## config.mk

```make
export PLATFORM = sky130hd
export DESIGN_NAME = htwd_ctrl
export DESIGN_NICKNAME = d
export VERILOG_FILES = /design/src/sv/htwd_pkg.sv /design/src/sv/htwd_ctrl.sv
export VERILOG_INCLUDE_DIRS = /design/src /design/src/sv
export SDC_FILE = /design/constraint.sdc
export NUM_CORES = 1
export LEC_CHECK = 0
export ABC_AREA = 1
export BUFFER_PORTS_ARGS = -buffer_cell sky130_fd_sc_hd__buf_2
export CORE_MARGIN = 2
export CORE_UTILIZATION = 35
export DETAILED_ROUTE_END_ITERATION = 10
export PLACE_DENSITY_LB_ADDON = 0.05
export REMOVE_ABC_BUFFERS = 1
export SETUP_SLACK_MARGIN = 0.02
export SLEW_MARGIN = 20
export SYNTH_ARGS = -nofsm -noshare
export SYNTH_HDL_FRONTEND = slang
export SYNTH_SLANG_ARGS = --single-unit
```

## constraint.sdc

```tcl
create_clock -name clk -period 2.7 [get_ports clk]
set_input_delay 0.54 -clock clk [delete_from_list [all_inputs] [get_ports clk]]
set_output_delay 0.54 -clock clk [all_outputs]
set_load 0.02 [all_outputs]
```

## src/sv/assert_macros.svh

```systemverilog
`ifndef ASSERT_MACROS_SVH
`define ASSERT_MACROS_SVH

// Same-cycle implication, sampled on clk, off during rst.
`define ASSERT_IMPLIES(label, ante, cons, msg) \
  label: assert property (@(posedge clk) disable iff (rst) (ante) |-> (cons)) \
    else $error(msg);

// Next-cycle implication, sampled on clk, off during rst.
`define ASSERT_NEXT(label, ante, cons, msg) \
  label: assert property (@(posedge clk) disable iff (rst) (ante) |=> (cons)) \
    else $error(msg);

`endif

```

## src/sv/htwd_pkg.sv

```systemverilog
package htwd_pkg;

  // field widths
  localparam int OP_W       = 2;
  localparam int NODE_IDX_W = 9;
  localparam int SYM_W      = 32;
  localparam int BYTE_W     = 8;
  localparam int COUNT_W    = 32;
  localparam int STATUS_W   = 2;
  localparam int RUN_W      = 32;
  localparam int ROOT_W     = 10;

  localparam int BITS_PER_BYTE = 8;
  localparam int BIT_IDX_W     = $clog2(BITS_PER_BYTE);
  localparam int BIT_CNT_W     = $clog2(BITS_PER_BYTE + 1);

  localparam int MAX_NODES_DEF = 512;

  // register port
  localparam int APB_ADDR_W = 3;
  localparam int APB_DATA_W = 32;
  localparam logic [0:0] REG_ROOT_INDEX = 1'b0;

  typedef enum logic [OP_W-1:0] {
    OP_WRITE_NODE = 2'd0,
    OP_BEGIN      = 2'd1,
    OP_DATA       = 2'd2,
    OP_END        = 2'd3
  } op_t;

  typedef enum logic [STATUS_W-1:0] {
    ST_SYMBOL     = 2'd0,
    ST_EMPTY_DICT = 2'd1,
    ST_EXHAUSTED  = 2'd2,
    ST_FRAME_DONE = 2'd3
  } status_t;

  typedef enum logic [1:0] {
    RD_NONE,
    RD_ROOT_CFG,
    RD_FRAME_ROOT,
    RD_CUR
  } rd_sel_t;

  typedef enum logic [1:0] {
    EM_NONE,
    EM_EMPTY,
    EM_SINGLE,
    EM_END
  } emit_t;

  typedef enum logic [3:0] {
    S_IDLE,
    S_BEGIN,
    S_BEGIN_CHK,
    S_EMIT_EMPTY,
    S_EMIT_SINGLE,
    S_EMIT_END,
    S_DATA_START,
    S_LOAD_ROOT,
    S_WALK,
    S_FLUSH
  } state_t;

  typedef struct packed {
    logic    capture;
    logic    node_write;
    rd_sel_t rd_sel;
    logic    begin_latch;
    logic    clr_symbols;
    emit_t   emit;
    logic    load_root_entry;
    logic    walk_start;
    logic    walk_step;
    logic    flush;
  } dp_cmd_t;

  typedef struct packed {
    logic count_zero;
    logic root_empty;
    logic entry_leaf;
    logic sym_zero;
    logic hit;
    logic walk_done;
    logic hold_valid;
    logic out_free;
  } dp_status_t;

endpackage

```

## src/sv/htwd_ctrl.sv

```systemverilog
`include "assert_macros.svh"

module htwd_ctrl import htwd_pkg::*; (
  input  logic       clk,
  input  logic       rst,
  input  logic       items_valid,
  input  op_t        items_op,
  output logic       items_ready,
  input  dp_status_t st,
  output dp_cmd_t    cmd
);

  state_t state;
  state_t state_next;
  logic   walk_go;

  // a second leaf may not overwrite the held symbol until the output can take it
  assign walk_go = !(st.hit && st.hold_valid && !st.out_free);

  always_ff @(posedge clk) begin
    if (rst) begin
      state <= S_IDLE;
    end else begin
      state <= state_next;
    end
  end

  always_comb begin
    state_next = state;
    unique case (state)
      S_IDLE: begin
        if (items_valid) begin
          unique case (items_op)
            OP_WRITE_NODE: state_next = S_IDLE;
            OP_BEGIN:      state_next = S_BEGIN;
            OP_DATA:       state_next = S_DATA_START;
            OP_END:        state_next = S_EMIT_END;
          endcase
        end
      end
      S_BEGIN: begin
        priority if (st.count_zero) state_next = S_IDLE;
        else if (st.root_empty)     state_next = S_EMIT_EMPTY;
        else                        state_next = S_BEGIN_CHK;
      end
      S_BEGIN_CHK:   state_next = st.entry_leaf ? S_EMIT_SINGLE : S_IDLE;
      S_EMIT_EMPTY,
      S_EMIT_SINGLE,
      S_EMIT_END: begin
        if (st.out_free) state_next = S_IDLE;
      end
      S_DATA_START:  state_next = st.sym_zero ? S_IDLE : S_LOAD_ROOT;
      S_LOAD_ROOT:   state_next = S_WALK;
      S_WALK: begin
        if (walk_go && st.walk_done) state_next = S_FLUSH;
      end
      S_FLUSH: begin
        if (!st.hold_valid || st.out_free) state_next = S_IDLE;
      end
      default:       state_next = S_IDLE;
    endcase
  end

  always_comb begin
    cmd         = '0;
    items_ready = 1'b0;
    unique case (state)
      S_IDLE: begin
        items_ready = 1'b1;
        if (items_valid) begin
          cmd.capture    = 1'b1;
          cmd.node_write = (items_op == OP_WRITE_NODE);
        end
      end
      S_BEGIN: begin
        cmd.clr_symbols = 1'b1;
        if (!st.count_zero && !st.root_empty) cmd.rd_sel = RD_ROOT_CFG;
      end
      S_BEGIN_CHK: begin
        cmd.begin_latch = !st.entry_leaf;
      end
      S_EMIT_EMPTY: begin
        if (st.out_free) cmd.emit = EM_EMPTY;
      end
      S_EMIT_SINGLE: begin
        if (st.out_free) cmd.emit = EM_SINGLE;
      end
      S_EMIT_END: begin
        if (st.out_free) cmd.emit = EM_END;
      end
      S_DATA_START: begin
        if (!st.sym_zero) cmd.rd_sel = RD_FRAME_ROOT;
      end
      S_LOAD_ROOT: begin
        cmd.load_root_entry = 1'b1;
        cmd.rd_sel          = RD_CUR;
        cmd.walk_start      = 1'b1;
      end
      S_WALK: begin
        cmd.walk_step = walk_go;
      end
      S_FLUSH: begin
        cmd.flush = st.hold_valid && st.out_free;
      end
      default: begin
        items_ready = 1'b0;
      end
    endcase
  end

  `ASSERT_NEXT(a_flush_exit, state == S_FLUSH && !st.hold_valid, state == S_IDLE, "flush without held symbol did not return to idle")
  `ASSERT_IMPLIES(a_walk_no_stray_read, state == S_WALK, cmd.rd_sel == RD_NONE, "table read requested outside the walk path")

endmodule
```

==> flow_results.org <==
** Detailed routing
- After detailed routing, the number of remaining DRC violations is 0.
- Wires add up to between 1000 and 1500 um.
- Once detail routing completed, the nets flagged for antenna violations numbered 0.
- In this run, the number of DRC markers left after iteration 0 of detailed routing was 21.
- First-pass DRT Iterations :: 4
- Routed length per placed instance :: ~10 um
- In the routed layout, each cell is associated on average with a via count of around 4.8.
- Via total after detailed routing :: around 640

** Yosys
- Portion of synthesized cell area occupied by the leading cell type :: 0.161
- Post-synth ARST share :: 0
- After synthesis, the mean cell area works out to roughly 5.5 um^2.
- After synthesis the cells add up to between 400 and 500 um^2.
- Sequential fraction of the synthesis area :: 0.161
- Ranked by instance count, the synthesized netlist is headed by 16 x sky130_fd_sc_hd__nand2_1, 13 x sky130_fd_sc_hd__inv_1, 13 x sky130_fd_sc_hd__nand3_1.
- In this run, distinct cell masters in the synthesized netlist total 18.
- Most numerous cell in the Yosys netlist :: sky130_fd_sc_hd__nand2_1
- Post-synth EDFFs :: 0
- Ranked by total cell area, the synthesized netlist is headed by sky130_fd_sc_hd__dfxtp_1 16%, sky130_fd_sc_hd__nand3_1 13%, sky130_fd_sc_hd__nand2_1 12%.
- In the synthesized netlist, the number of instances is 90.
- During synthesis, Yosys emitted a total of 0 warnings.
- Top flip-flop cell by instance count after synthesis :: sky130_fd_sc_hd__dfxtp_1
- Summed over all instances, the cell type with the most area after synthesis is sky130_fd_sc_hd__dfxtp_1.
- Synthesis inferred 4 register bits.

** Cells and area
- Max FFs per register :: 4
- In the final layout, the share of cells above drive strength 1 is 0.419.
- Antenna diode count :: 0
- NumNets Final :: about 130
- The largest registers in the layout are state x4.
- Area delta synth->final :: 31.9%
- Ranked by flip-flop count, first place goes to state.

** Pwr
- Cell internal power was estimated by the tool at just over 0.3 mW.
- Final Total Pwr :: roughly 0.7 mW
- For this design the ratio of total power to cell area is ~1100 nW/um^2.
- Of the total power, the clock network draws 0.106.
- Net switching power of the design :: around 0.40 mW
- Sequential share of power :: 0.190
- The share of total power dissipated in combinational logic is 0.704.
- Switching Share :: 0.567
- Peak ir drop on the vdd network :: 426 uV
- Leakage power of the design :: approximately 0.41 nW

** Die
- The initial utilization of the core area, before any placement, comes to 0.378.
- Measured along the x axis, the die boundary spans roughly 42 um.
- Boundary Pins :: 26
- Vertical die dimension :: 41.7 um
- CORE AREA :: around 1300 um^2
- Row generation in the floorplan step produced 13 rows.
- Total die area :: 1740 um^2

** Global routing
- The first global-routing pass estimated 2280 um of wire.
- Pin count of the biggest net entering global routing :: 8
- The via count of the first global-routing pass was roughly 550.
- After global routing the overflow that remains totals 0.
- The initial antenna violation count is 0.
- Overall fraction of global-route tracks in use :: 0.170

** Clock tree
- Latest clock arrival within the worst-skew pair :: 240 ps
- Post-CTS repair changed the size of 0 cells.
- Clock-pin slew was measured on the worst setup and hold paths at around 40 ps.
- Buffers inserted during clock tree synthesis total 3.
- TritonCTS clock tree :: yes
- Root buffer selected by CTS :: sky130_fd_sc_hd__clkbuf_4
- Clock H-tree levels :: 1
- The longest clock path from root to sink contains 2 buffers.
- Cts hold-fix bufs :: 0
- Once the clock tree was built, the setup fixing pass inserted 0 buffers.
- The clock net in this run drives a total of 4 sinks.

** STA
- Relative slew slack :: 0.804
- Number of failing setup endpoints in the final timing report :: 0
- Clock skew on the completed layout was measured at about 0.27 ps.
- Transition time at the pin with the least slew margin :: approximately 290 ps
- The number of hold violations in the final report is 0.
- Max-slew violation total from the final report :: 0
- Dividing the final minimum period by the clock period gives 0.733.
- Setup repair after global routing missed its margin :: no
- For this run, the top clock speed supported by timing is 505 MHz.
- After routing, the total negative slack on setup checks comes to 0 ps.
- Final min period :: 1980 ps

** Critical path
- Category of the worst setup path capture point :: output port
- Worst-case register-to-register setup slack :: 1410 ps
- Of all nets on the critical path, the largest fanout is 7.
- Destination of the worst register-to-register timing path :: state[1]
- Cell count of the worst reg-to-reg path :: 8
- Critical Path Source Type :: flip-flop
- The worst register-to-register path begins at state[1].
- The critical path in this run is classified as flip-flop to output port.
- For the worst setup path, the data arrival time is between 1000 and 1500 ps.
- Required time at the endpoint of the critical path :: between 2000 and 2500 ps

** Worst hold path
- Endpoint, Worst Hold :: state[2]
- The worst hold path begins at rst.
- Worst hold-check path type :: input port to flip-flop
- Hold path cells :: 2

** Job
- Number of max-capacitance violations reported :: 0

** Placement
- DP Wirelength :: ~1100 um
- Routability-driven placement finished with a final weighted congestion of slightly below 0.8.
- Port bufs :: 25

** Outcome
- Status :: finished, final reports clean
## cell usage in the layout, fill, tap and decap left out, types with 4 or more instances in the layout
master / synthesis / layout
sky130_fd_sc_hd__nand3_1: 13 / 13
sky130_fd_sc_hd__nand2_1: 16 / 16
sky130_fd_sc_hd__nor2_4: 4 / 4
sky130_fd_sc_hd__nor2_1: 11 / 11
sky130_fd_sc_hd__dfxtp_1: 4 / 4
sky130_fd_sc_hd__inv_2: 8 / 8
sky130_fd_sc_hd__buf_2: 0 / 25
sky130_fd_sc_hd__inv_1: 13 / 13
sky130_fd_sc_hd__nand2_2: 5 / 5
## worst max path at each step
stage	start	end	cells after the start
global route	state[2]	cmd[10]	6
global placement	st[0]	cmd[1]	5
floorplan	state[2]	cmd[10]	5
CTS	state[2]	cmd[10]	6
finish	state[2]	cmd[10]	6
detailed placement	st[0]	cmd[1]	5
## worst max-delay path: stages, from the launching register on
cell and delay [ps]:
sky130_fd_sc_hd__dfxtp_1 380, sky130_fd_sc_hd__nor2_4 230, sky130_fd_sc_hd__inv_2 100, sky130_fd_sc_hd__nor2_4 110, sky130_fd_sc_hd__inv_2 40, sky130_fd_sc_hd__nor4_1 140, sky130_fd_sc_hd__buf_2 200
## per-layer routing
metal	wire length (um)	up-vias	track usage
li1	-	339	-
met1	621	273	0.221
met2	604	23	0.247
met3	86	2	0.0609
met4	7	0	0.0774
met5	0	-	0
## stage by stage
step           setup slack, ps  hold slack (ps)  std cells   util  area [um^2]
2_1_floorplan              676              519         89      -          490
3_3_place_gp               938              559        129  0.481          634
3_5_place_dp               957              566        129  0.481          634
4_1_cts                    718              510        132  0.499          657
5_1_grt                    530              507        132  0.499          657
6_report                   720              513        132  0.499          657
## cell type report
| type | instances | area, um^2 |
|---|---|---|
| Clock buffer | 3 | 22.5 |
| Fill cell | 153 | 661 |
| Inverter | 21 | 78.8 |
| Multi-Input combinational cell | 64 | 332 |
| Sequential cell | 4 | 80.1 |
| Tap cell | 15 | 18.8 |
| Timing Repair Buffer | 25 | 125 |
## power by group through the flow
stage          combinational, mW  sequential, mW  clock, mW
3_3_place_gp               0.495           0.133          0
6_report                   0.495           0.133     0.0746
5_1_grt                    0.551           0.138     0.0835
3_5_place_dp               0.496           0.133          0
4_1_cts                    0.498           0.132     0.0768
2_1_floorplan              0.389           0.123          0
## cell families after synthesis
group | share of synthesized area
flops | 0.161
compound gates | 0.0603
simple gates | 0.606
buf+inv | 0.173
Power figures use the tool's default switching activity.
